--- config.mk ---
export PLATFORM = sky130hd
export DESIGN_NAME = ultrasonic_echo_ranger_flat
export DESIGN_NICKNAME = d
export VERILOG_FILES = /design/src/uer_pkg.sv /design/src/uer_if.sv /design/src/ultrasonic_echo_ranger.sv /design/src/flat_wrapper.sv
export SDC_FILE = /design/constraint.sdc
export NUM_CORES = 1
export LEC_CHECK = 0
export BUFFER_PORTS_ARGS = -buffer_cell sky130_fd_sc_hd__buf_4
export CORE_UTILIZATION = 50
export CTS_CLUSTER_DIAMETER = 200
export DETAILED_ROUTE_END_ITERATION = 8
export PLACE_DENSITY = 0.66
export REMOVE_ABC_BUFFERS = 1
export SYNTH_ARGS = -nofsm -noshare
export SYNTH_HDL_FRONTEND = slang
export SYNTH_SLANG_ARGS = --single-unit
--- constraint.sdc ---
create_clock -name i_clk -period 15.7 [get_ports i_clk]
set_input_delay 1.57 -clock i_clk [delete_from_list [all_inputs] [get_ports i_clk]]
set_output_delay 1.57 -clock i_clk [all_outputs]
set_load 0.05 [all_outputs]
--- src/uer_pkg.sv ---
// Shared types and constants of the two-sensor ultrasonic echo ranger.
package uer_pkg;

    localparam int PERIOD_W        = 20;
    localparam int TRIG_W          = 10;
    localparam int HS_W            = 10;
    localparam int M_W             = 11;
    localparam int UM_W            = 20;
    localparam int CFG_IDX_W       = 2;
    localparam int CFG_DATA_W      = 20;
    localparam int COUNT_WIDTH_DEF = 20;

    localparam logic [PERIOD_W-1:0] PERIOD_RST     = PERIOD_W'(400000);
    localparam logic [TRIG_W-1:0]   TRIGGER_RST    = TRIG_W'(11);
    localparam logic [HS_W-1:0]     HALF_SPEED_RST = HS_W'(170);

    // One million is 2^6 * 15625: the power-of-two part is a plain shift.
    localparam int DIV_SHIFT    = 6;
    localparam int REM_DIV      = 15625;
    localparam int REM_DIV_LOG2 = 14;
    localparam int REM_W        = 14;

    localparam logic [M_W-1:0]  M_MAX  = M_W'(2047);
    localparam logic [UM_W-1:0] UM_MAX = UM_W'(999999);

    localparam logic [CFG_IDX_W-1:0] CFG_PERIOD     = CFG_IDX_W'(0);
    localparam logic [CFG_IDX_W-1:0] CFG_TRIGGER    = CFG_IDX_W'(1);
    localparam logic [CFG_IDX_W-1:0] CFG_HALF_SPEED = CFG_IDX_W'(2);

    typedef enum logic [1:0] {
        PH_IDLE      = 2'd0,
        PH_TRIGGER   = 2'd1,
        PH_WAIT_RISE = 2'd2,
        PH_WAIT_FALL = 2'd3
    } t_phase;

    typedef struct packed {
        logic trigger_first;
        logic trigger_second;
        logic reading_valid;
        logic reading_sensor;
    } t_flags;

endpackage

--- src/uer_if.sv ---
// Handshake channels of the echo ranger: echo input, configuration and readings.
interface uer_in_if;
    logic valid;
    logic ready;
    logic echo_first;
    logic echo_second;

    modport source (output valid, output echo_first, output echo_second, input ready);
    modport sink (input valid, input echo_first, input echo_second, output ready);
endinterface

interface uer_cfg_if;
    import uer_pkg::*;
    logic                  valid;
    logic                  ready;
    logic [CFG_IDX_W-1:0]  index;
    logic [CFG_DATA_W-1:0] data;

    modport source (output valid, output index, output data, input ready);
    modport sink (input valid, input index, input data, output ready);
endinterface

interface uer_out_if;
    import uer_pkg::*;
    logic            valid;
    logic            ready;
    logic            trigger_first;
    logic            trigger_second;
    logic            reading_valid;
    logic            reading_sensor;
    logic [M_W-1:0]  distance_m;
    logic [UM_W-1:0] distance_um;

    modport source (
        output valid, output trigger_first, output trigger_second, output reading_valid,
        output reading_sensor, output distance_m, output distance_um, input ready
    );
    modport sink (
        input valid, input trigger_first, input trigger_second, input reading_valid,
        input reading_sensor, input distance_m, input distance_um, output ready
    );
endinterface

--- src/ultrasonic_echo_ranger.sv ---
// Two-sensor ultrasonic echo ranger: one result per tick. Throughput is one tick per cycle
// while the output is not stalled; the period/phase state updates on each input transfer,
// and the distance math follows in three pipelined multiplier stages.
// Every stage holds its item while the next one is full, so bubbles absorb output stalls.
// Reset (synchronous, active low) clears all control state and restores register defaults.
module ultrasonic_echo_ranger
    import uer_pkg::*;
#(
    parameter int COUNT_WIDTH = COUNT_WIDTH_DEF
) (
    input  logic       i_clk,
    input  logic       i_rst_n,
    uer_in_if.sink     i_echo,
    uer_cfg_if.sink    i_cfg,
    uer_out_if.source  o_reading
);

    localparam int PROD_W  = COUNT_WIDTH + HS_W;
    localparam int SH_W    = PROD_W - DIV_SHIFT;
    localparam int K_SHIFT = SH_W + REM_DIV_LOG2;
    localparam int RECIP_W = K_SHIFT - 13;
    localparam int QW      = SH_W - 13;
    localparam int CMP_W   = (QW > M_W) ? QW : M_W;
    localparam logic [RECIP_W-1:0] RECIP =
        RECIP_W'(((64'd1 << K_SHIFT) + 64'(REM_DIV) - 64'd1) / 64'(REM_DIV));
    localparam logic [COUNT_WIDTH-1:0] WIDTH_MAX = '1;

    // Configuration registers
    logic [PERIOD_W-1:0] r_period_us;
    logic [TRIG_W-1:0]   r_trigger_us;
    logic [HS_W-1:0]     r_half_speed;

    assign i_cfg.ready = 1'b1;

    always_ff @(posedge i_clk) begin
        if (!i_rst_n) begin
            r_period_us  <= PERIOD_RST;
            r_trigger_us <= TRIGGER_RST;
            r_half_speed <= HALF_SPEED_RST;
        end else if (i_cfg.valid) begin
            unique case (i_cfg.index)
                CFG_PERIOD:     r_period_us  <= i_cfg.data[PERIOD_W-1:0];
                CFG_TRIGGER:    r_trigger_us <= i_cfg.data[TRIG_W-1:0];
                CFG_HALF_SPEED: r_half_speed <= i_cfg.data[HS_W-1:0];
                default: ;
            endcase
        end
    end

    // Pipeline stage occupancy and advance
    logic r_v1, r_v2, r_v3, r_v4;
    logic en1, en2, en3, en4;
    logic in_xfer;

    assign en4     = !r_v4 || o_reading.ready;
    assign en3     = !r_v3 || en4;
    assign en2     = !r_v2 || en3;
    assign en1     = !r_v1 || en2;
    assign i_echo.ready = en1;
    assign in_xfer = i_echo.valid && en1;

    always_ff @(posedge i_clk) begin
        if (!i_rst_n) begin
            r_v1 <= 1'b0;
            r_v2 <= 1'b0;
            r_v3 <= 1'b0;
            r_v4 <= 1'b0;
        end else begin
            if (en1) r_v1 <= i_echo.valid;
            if (en2) r_v2 <= r_v1;
            if (en3) r_v3 <= r_v2;
            if (en4) r_v4 <= r_v3;
        end
    end

    // Ranging state
    logic [PERIOD_W-1:0]    r_period_count, n_period_count;
    logic                   r_active, n_active;
    t_phase                 r_phase, n_phase;
    logic [TRIG_W-1:0]      r_pulse_count, n_pulse_count;
    logic [COUNT_WIDTH-1:0] r_echo_width, n_echo_width;
    logic                   r_last_echo, n_last_echo;
    t_flags                 n_flags;

    always_comb begin
        logic [PERIOD_W:0] pc_inc;
        logic              echo;
        logic [TRIG_W-1:0] pulse_inc;

        pc_inc         = {1'b0, r_period_count} + (PERIOD_W+1)'(1);
        n_period_count = r_period_count;
        n_active       = r_active;
        n_phase        = r_phase;
        n_pulse_count  = r_pulse_count;
        n_echo_width   = r_echo_width;
        n_flags        = '0;

        // The period end switches sensors and starts the trigger on this same tick.
        if (pc_inc >= {1'b0, r_period_us}) begin
            n_period_count = '0;
            n_active       = !r_active;
            n_phase        = PH_TRIGGER;
            n_pulse_count  = '0;
        end else begin
            n_period_count = pc_inc[PERIOD_W-1:0];
        end

        echo      = n_active ? i_echo.echo_second : i_echo.echo_first;
        pulse_inc = n_pulse_count + TRIG_W'(1);

        unique case (n_phase)
            PH_TRIGGER: begin
                n_flags.trigger_first  = !n_active;
                n_flags.trigger_second = n_active;
                n_pulse_count          = pulse_inc;
                // A zero trigger length still gives a one-tick pulse.
                if (pulse_inc >= r_trigger_us || pulse_inc == '0) begin
                    n_phase = PH_WAIT_RISE;
                end
            end
            PH_WAIT_RISE: begin
                if (echo && !r_last_echo) begin
                    n_phase      = PH_WAIT_FALL;
                    n_echo_width = COUNT_WIDTH'(1);
                end
            end
            PH_WAIT_FALL: begin
                if (echo) begin
                    if (n_echo_width != WIDTH_MAX) begin
                        n_echo_width = n_echo_width + COUNT_WIDTH'(1);
                    end
                end else begin
                    n_flags.reading_valid  = 1'b1;
                    n_flags.reading_sensor = n_active;
                    n_phase                = PH_IDLE;
                end
            end
            default: ;
        endcase

        n_last_echo = echo;
    end

    always_ff @(posedge i_clk) begin
        if (!i_rst_n) begin
            r_period_count <= '0;
            r_active       <= 1'b0;
            r_phase        <= PH_IDLE;
            r_pulse_count  <= '0;
            r_echo_width   <= '0;
            r_last_echo    <= 1'b0;
        end else if (in_xfer) begin
            r_period_count <= n_period_count;
            r_active       <= n_active;
            r_phase        <= n_phase;
            r_pulse_count  <= n_pulse_count;
            r_echo_width   <= n_echo_width;
            r_last_echo    <= n_last_echo;
        end
    end

    // Stage 1: flags and the echo width of a completed reading
    t_flags                 r1_flags;
    logic [COUNT_WIDTH-1:0] r1_width;

    always_ff @(posedge i_clk) begin
        if (in_xfer) begin
            r1_flags <= n_flags;
            r1_width <= r_echo_width;
        end
    end

    // Stage 2: distance in micrometres
    t_flags            r2_flags;
    logic [PROD_W-1:0] r2_dist;

    always_ff @(posedge i_clk) begin
        if (en2) begin
            r2_flags <= r1_flags;
            r2_dist  <= PROD_W'(r1_width) * PROD_W'(r_half_speed);
        end
    end

    // Stage 3: metres by reciprocal multiply of the distance over 64 by 15625
    localparam int RP_W = SH_W + RECIP_W;

    t_flags                r3_flags;
    logic [QW-1:0]         r3_q;
    logic [SH_W-1:0]       r3_sh;
    logic [DIV_SHIFT-1:0]  r3_low;
    logic [RP_W-1:0]       recip_prod;

    assign recip_prod = RP_W'(r2_dist[PROD_W-1:DIV_SHIFT]) * RP_W'(RECIP);

    always_ff @(posedge i_clk) begin
        if (en3) begin
            r3_flags <= r2_flags;
            r3_q     <= recip_prod[K_SHIFT +: QW];
            r3_sh    <= r2_dist[PROD_W-1:DIV_SHIFT];
            r3_low   <= r2_dist[DIV_SHIFT-1:0];
        end
    end

    // Stage 4: remainder, saturation and the output register
    t_flags          r4_flags;
    logic [M_W-1:0]  r4_m;
    logic [UM_W-1:0] r4_um;
    logic [SH_W-1:0] rem_sh;
    logic [M_W-1:0]  m_val;
    logic [UM_W-1:0] um_val;

    assign rem_sh = r3_sh - SH_W'(SH_W'(r3_q) * SH_W'(REM_DIV));

    always_comb begin
        if (CMP_W'(r3_q) > CMP_W'(M_MAX)) begin
            m_val  = M_MAX;
            um_val = UM_MAX;
        end else begin
            m_val  = M_W'(r3_q);
            um_val = {rem_sh[REM_W-1:0], r3_low};
        end
    end

    always_ff @(posedge i_clk) begin
        if (en4) begin
            r4_flags <= r3_flags;
            r4_m     <= r3_flags.reading_valid ? m_val : '0;
            r4_um    <= r3_flags.reading_valid ? um_val : '0;
        end
    end

    assign o_reading.valid          = r_v4;
    assign o_reading.trigger_first  = r4_flags.trigger_first;
    assign o_reading.trigger_second = r4_flags.trigger_second;
    assign o_reading.reading_valid  = r4_flags.reading_valid;
    assign o_reading.reading_sensor = r4_flags.reading_sensor;
    assign o_reading.distance_m     = r4_m;
    assign o_reading.distance_um    = r4_um;

endmodule
--- src/flat_wrapper.sv ---
// flat-port wrapper written by rule: the top's interface ports become plain ports
module ultrasonic_echo_ranger_flat import uer_pkg::*;
#(
    parameter int COUNT_WIDTH = COUNT_WIDTH_DEF
)
  (i_clk, i_rst_n, i_echo_valid, i_echo_echo_first, i_echo_echo_second, i_echo_ready, i_cfg_valid, i_cfg_index, i_cfg_data, i_cfg_ready, o_reading_valid, o_reading_trigger_first, o_reading_trigger_second, o_reading_reading_valid, o_reading_reading_sensor, o_reading_distance_m, o_reading_distance_um, o_reading_ready);
  uer_in_if i_echo_i ();
  uer_cfg_if i_cfg_i ();
  uer_out_if o_reading_i ();
  input  logic i_clk;
  input  logic i_rst_n;
  input wire logic [$bits(i_echo_i.valid)-1:0] i_echo_valid;
  input wire logic [$bits(i_echo_i.echo_first)-1:0] i_echo_echo_first;
  input wire logic [$bits(i_echo_i.echo_second)-1:0] i_echo_echo_second;
  output wire logic [$bits(i_echo_i.ready)-1:0] i_echo_ready;
  input wire logic [$bits(i_cfg_i.valid)-1:0] i_cfg_valid;
  input wire logic [$bits(i_cfg_i.index)-1:0] i_cfg_index;
  input wire logic [$bits(i_cfg_i.data)-1:0] i_cfg_data;
  output wire logic [$bits(i_cfg_i.ready)-1:0] i_cfg_ready;
  output wire logic [$bits(o_reading_i.valid)-1:0] o_reading_valid;
  output wire logic [$bits(o_reading_i.trigger_first)-1:0] o_reading_trigger_first;
  output wire logic [$bits(o_reading_i.trigger_second)-1:0] o_reading_trigger_second;
  output wire logic [$bits(o_reading_i.reading_valid)-1:0] o_reading_reading_valid;
  output wire logic [$bits(o_reading_i.reading_sensor)-1:0] o_reading_reading_sensor;
  output wire logic [$bits(o_reading_i.distance_m)-1:0] o_reading_distance_m;
  output wire logic [$bits(o_reading_i.distance_um)-1:0] o_reading_distance_um;
  input wire logic [$bits(o_reading_i.ready)-1:0] o_reading_ready;
  assign i_echo_i.valid = i_echo_valid;
  assign i_echo_i.echo_first = i_echo_echo_first;
  assign i_echo_i.echo_second = i_echo_echo_second;
  assign i_echo_ready = i_echo_i.ready;
  assign i_cfg_i.valid = i_cfg_valid;
  assign i_cfg_i.index = i_cfg_index;
  assign i_cfg_i.data = i_cfg_data;
  assign i_cfg_ready = i_cfg_i.ready;
  assign o_reading_valid = o_reading_i.valid;
  assign o_reading_trigger_first = o_reading_i.trigger_first;
  assign o_reading_trigger_second = o_reading_i.trigger_second;
  assign o_reading_reading_valid = o_reading_i.reading_valid;
  assign o_reading_reading_sensor = o_reading_i.reading_sensor;
  assign o_reading_distance_m = o_reading_i.distance_m;
  assign o_reading_distance_um = o_reading_i.distance_um;
  assign o_reading_i.ready = o_reading_ready;
  ultrasonic_echo_ranger #(.COUNT_WIDTH(COUNT_WIDTH)) u_core (.i_clk(i_clk), .i_rst_n(i_rst_n), .i_echo(i_echo_i), .i_cfg(i_cfg_i), .o_reading(o_reading_i));
endmodule
* Yosys cells after proc, flatten, opt, wreduce, memory -nomap -nowiden
Cells that the tools add are included.
** Word-level totals
- Bits in registers :: 226
- Latch bits :: 0
- RAM bits :: 0
- ROM bits :: 0
- Output and inout port bits :: 38
- Logic and storage cells :: 98
- Memories kept :: 0
** Operators by class
- Add/subtract/negate cells :: 4
- Multiply operators :: 3
- Divide/modulo/power cells :: 0
- Magnitude comparators :: 3
- Eq/ne operators :: 9
- Shifts and indexed selects :: 0
- Multiplexer cells :: 17
- Bitwise gates (word level) :: 2
- Reductions and logical operators :: 23
** Operator list (count)
- two-way mux 20 bit :: 5
- multiplier 24 x 25 -> 49 bit (second input constant) :: 1
- one-hot mux 20 bit (2 select lines) :: 1
- multiplier 20 x 10 -> 30 bit :: 1
- adder 20 x 1 -> 21 bit (second input constant) :: 1
- greater-or-equal comparator 21 x 20 -> 1 bit :: 1
- adder 20 x 1 -> 20 bit (second input constant) :: 1
- two-way mux 10 bit :: 2
- inequality test 20 bit (second input constant) :: 1
- multiplier 11 x 14 -> 14 bit (second input constant) :: 1
- subtractor 14 bit :: 1
- > comparator 11 bit (second input constant) :: 1
- two-way mux 11 bit :: 1
- adder 10 x 1 -> 10 bit (second input constant) :: 1
- greater-or-equal comparator 10 bit :: 1
- zero test 10 bit :: 1
- two-way mux 2 bit :: 5
- zero test 1 bit :: 7
- == test 2 bit (second input constant) :: 3
- inequality test 2 x 1 -> 1 bit (second input constant) :: 3
- one-hot mux 2 bit (3 select lines) :: 1
- AND reduction 2 bit :: 3
- logical OR 1 bit :: 5
- AND reduction 5 bit :: 1
- other kinds (7) :: 12

* Logic depth before layout (Yosys ltp)
- Depth after elaboration :: 8
- Mapped depth :: 26
- Mapped depth without buffers :: 26

* Least setup slack after synthesis
No wires, ideal clock.
- Path type :: flip-flop to flip-flop
- Start :: reg u_core.r2_dist[21]
- End :: reg u_core.r3_q[5] (data pin)
- Setup time :: 0.258 ns
- Data arrival time :: 6.163 ns
- Required time :: 15.442 ns
- Setup slack :: 9.279 ns
- Stages on the path, launching flop included :: 23
- Clock period less this slack :: 6.421 ns
- Cell sequence :: edfxtp_1 fa_1 inv_1 fa_1 fa_1 inv_1 fa_1 inv_1 fa_1 inv_1 fa_1 inv_1 fa_1 inv_1 ha_1 o21ai_0 o22ai_1 o211ai_1 a311oi_1 nor3_1 o31ai_1 a21oi_1 xnor2_1
** On the way
- Cells in the longest elaborated chain, start to end :: 1
** Ends and longest elaborated chain
- start, declared :: line ultrasonic_echo_ranger.sv:175 : logic [PROD_W-1:0] r2_dist;
- start signal, assigned :: line ultrasonic_echo_ranger.sv:180 : r2_dist <= PROD_W'(r1_width) * PROD_W'(r_half_speed);
- multiplier 24 x 25 -> 49 bit :: line ultrasonic_echo_ranger.sv:193 : assign recip_prod = RP_W'(r2_dist[PROD_W-1:DIV_SHIFT]) * RP_W'(RECIP);
- via u_core.recip_prod[43] :: line ultrasonic_echo_ranger.sv:191 : logic [RP_W-1:0] recip_prod;
- end signal, assigned :: line ultrasonic_echo_ranger.sv:198 : r3_q <= recip_prod[K_SHIFT +: QW];
- end, declared :: line ultrasonic_echo_ranger.sv:188 : logic [QW-1:0] r3_q;
The timed path passes the listed nets, and every way through them passes these cells.
A chain may end at the register's enable or synchronous reset.

* Worst setup path in the final report
- Start :: reg u_core.r2_dist[18]
- End :: reg u_core.r3_q[10] (data pin)
The elaborated chain is that of the path after synthesis.

==> impl_metrics.toml <==
[status]
outcome = "finished, violations left"
violations = "design-rule violations"

[clock_tree]
clk_pin_slew_ps = 60
clkSinkCount = 226
clk_latency_ps = 580
cts_root_buf = "clkbuf_16"
clk_path_buf_depth = 3
cts_buffers = 28
cts_tree = "done"
htree_num_levels = 1
cts.repair.resized = 0
cts_setup_buffers = 0
hold_buffers = 0

[final_layout]
area_growth_pct = 7.75
design_area_sq_mm = 0.0289
drive_gt1_share_pct = 5.48
diodes = 0
fillers = 4753
final_nets = 3506

[routing]
avgViaCountPerCell = 5.36
drt-total-wl_microns = 64700
drtPass1Iterations = 7
wl_met3_microns = 2180
met2_length_microns = 33400
routed.top_layer = "met4"
ant_nets = 0
vias = 18459
wl_per_cell_microns = 18.8
met1Wirelength_microns = 27100
drcViolationCount = 8
first_iter_violations = 1056

[synth]
synth_ff_type = "edfxtp_1"
yosysWarnings = 0
synth_edf_count = 128
netlist.area_leader.share_pct = 28.3
yosys.area.top_type = "fa_1"
synth.area.top_cells = "fa_1, ha_1, edfxtp_1, inv_1, dfxtp_1"
avgSynthCellArea_sq_um = 9.91
async_flop_share_pct = 0
syn_area_sq_mm = 0.0268
ys_seq_elements = 226
ys_seq_area_share_pct = 21.7
synth_cells = 2705
synth_cell_type_count = 81

[timing]
period_minus_slack_ps = 6890
finalSetupTns_ps = 0
skew_ps = 29.4
fmax_ghz = 0.145
slew-limit-headroom_pct = 20.1
rsz0062_at_grt = "false"
report.final.slew_viol_count = 0
setup-violations-final = 0
hold_viol = 0
period_share_pct = 43.9
final.setup.worst_slack_ps = 8810
tightest_slew_ps = 1200

[floorplanning]
ios = 67
core-area_sq_mm = 0.0528
dieWidth_microns = 234
die_y_microns = 234
die_area_sq_mm = 0.0545
fp-row-count = 84
start_util_pct = 50.8

[hold_path]
hold_class = "register to register"
min-delay-start = "u_core.r1_flags[2]$_SDFFCE_PN0P_"

[global_route]
grt_max_degree = 104
grt_pass1_wl_microns = 104000
grt-ovfl-total = 0
grt_use_total_pct = 24.7
grt_antenna_before_repair = 0
grt_pass1_vias = 19798

[placement]
dp_hpwl_microns = 53700
dp_slack_ps = 8850
io_buffers = 65
placed_area_sq_mm = 0.0279
gp_congestion = 0.964

[worst_setup_path]
cp_max_fo = 7
cp.arrival_ps = 7190
critical_path.endpoint_type = "register"
r2r_start = "u_core.r2_dist[18]$_DFFE_PP_"
critPathLaunchType = "register"
required_ps = 16000
critPathKind = "register to register"
critPathLaunch = "u_core.r2_dist[18]$_DFFE_PP_"

[flow_run]
maxCapViolCount = 0
stage by stage:
step	util, %	std cells	hold slack, ps
finish	54.7	3441	418
global route	54.7	3441	427
CTS	54.7	3441	418
detailed placement	52.9	3391	405
global placement	52.9	3391	401
floorplan	-	2630	400
layout by cell type, fill, tap and decap left out, drive strengths merged, types with 8 or more instances in the layout:
cell type / synthesis / layout
clkinv: 0 / 8
inv: 601 / 603
fa: 379 / 379
nand2: 253 / 253
dfxtp: 98 / 98
o211ai: 18 / 18
or3: 13 / 13
ha: 365 / 365
buf: 11 / 73
mux2i: 9 / 9
nor4: 8 / 8
nor2b: 17 / 17
o21ai: 56 / 56
and3: 22 / 22
a211oi: 14 / 14
a21boi: 37 / 37
or2: 8 / 8
nor3: 31 / 31
o21a: 19 / 19
clkbuf: 64 / 32
o21bai: 14 / 14
nand3: 47 / 47
o31ai: 16 / 16
xor2: 20 / 20
edfxtp: 128 / 128
a31oi: 10 / 10
a21o: 26 / 26
nand4: 22 / 22
o22ai: 9 / 9
xnor2: 66 / 66
nor2: 54 / 54
nand2b: 9 / 9
and2: 121 / 121
a21oi: 72 / 72
layer usage:
| layer | vias to the layer above | GRT usage (%) |
|---|---|---|
| met4 | 0 | 7.51 |
| met2 | 339 | 45.3 |
| met5 | - | 0 |
| met3 | 105 | 2.73 |
| li1 | 8732 | - |
| met1 | 9283 | 30.1 |
final timing paths:
| check | cells after the start | to | slack, ps |
|---|---|---|---|
| setup / recovery | 22 | u_core.r3_q[10]$_DFFE_PP_ | 8810 |
| hold / removal | 0 | u_core.r2_flags[2]$_DFFE_PP_ | 420 |
| setup reg to reg | 22 | u_core.r3_q[10]$_DFFE_PP_ | 8810 |
| hold reg to reg | 0 | u_core.r2_flags[2]$_DFFE_PP_ | 420 |
Yosys cell counts, drive strengths merged (3+ instances only):
| cell | n |
|---|---|
| a211oi | 14 |
| a21boi | 37 |
| a21o | 26 |
| a21oi | 72 |
| a221oi | 3 |
| a22oi | 6 |
| a31o | 5 |
| a31oi | 10 |
| and2 | 121 |
| and3 | 22 |
| and3b | 3 |
| and4 | 6 |
| and4b | 3 |
| buf | 11 |
| clkbuf | 64 |
| dfxtp | 98 |
| edfxtp | 128 |
| fa | 379 |
| ha | 365 |
| inv | 601 |
| mux2i | 9 |
| nand2 | 253 |
| nand2b | 9 |
| nand3 | 47 |
| nand3b | 6 |
| nand4 | 22 |
| nor2 | 54 |
| nor2b | 17 |
| nor3 | 31 |
| nor3b | 3 |
| nor4 | 8 |
| o211ai | 18 |
| o21a | 19 |
| o21ai | 56 |
| o21bai | 14 |
| o22ai | 9 |
| o31ai | 16 |
| or2 | 8 |
| or3 | 13 |
| or4 | 6 |
| xnor2 | 66 |
| xor2 | 20 |
cells by family (layout without fill, tap and decap cells):
| logic type | count (synthesis) | in the layout | synth area share [%] |
|---|---|---|---|
| fa+ha+maj | 744 | 744 | 45.3 |
| buf+inv | 676 | 724 | 9.56 |
| simple gates | 635 | 635 | 12.0 |
| compound gates | 328 | 328 | 8.24 |
| flops | 226 | 226 | 21.7 |
| xor+xnor | 86 | 86 | 2.81 |
| mux | 9 | 9 | 0.336 |
| other cells | 1 | 1 | 0.0140 |
sequential cells by signal, indices dropped and copies added (netlist names), 2 cells and up:
signal and count:
u_core.o_reading.distance_m 11, u_core.o_reading.distance_um 20, u_core.r1_flags 4, u_core.r1_width 20, u_core.r2_dist 30, u_core.r2_flags 4, u_core.r3_flags 4, u_core.r3_low 6
u_core.r3_q 11, u_core.r3_sh 14, u_core.r_echo_width 20, u_core.r_half_speed 10, u_core.r_period_count 20, u_core.r_period_us 20, u_core.r_phase 2, u_core.r_pulse_count 10
u_core.r_trigger_us 10
layout make-up:
class	count	area [sq um]	area share [%]
repair buffers	73	548	1.90
inverters	601	2260	7.81
flip-flops and latches	226	5810	20.1
clock buffers	32	726	2.51
multi-input cells	1803	18400	63.9
well taps	688	861	2.98
clock inverters	18	235	0.814
worst max-delay path, cell delays in order (launching register included):
cell,delay [ps]
edfxtp_1,540
fa_1,630
inv_1,80
fa_1,530
inv_1,70
fa_1,510
inv_1,50
fa_1,470
fa_1,550
inv_1,50
fa_1,550
inv_1,60
fa_1,530
inv_1,50
ha_1,320
and3_1,150
o21ai_0,110
a211o_1,320
a311oi_1,350
nor3_1,140
o2111ai_1,290
a21oi_1,120
xnor2_1,140
Power is not shown: default switching activity piles up to over one toggle a cycle in this logic, so the estimate is an artifact.
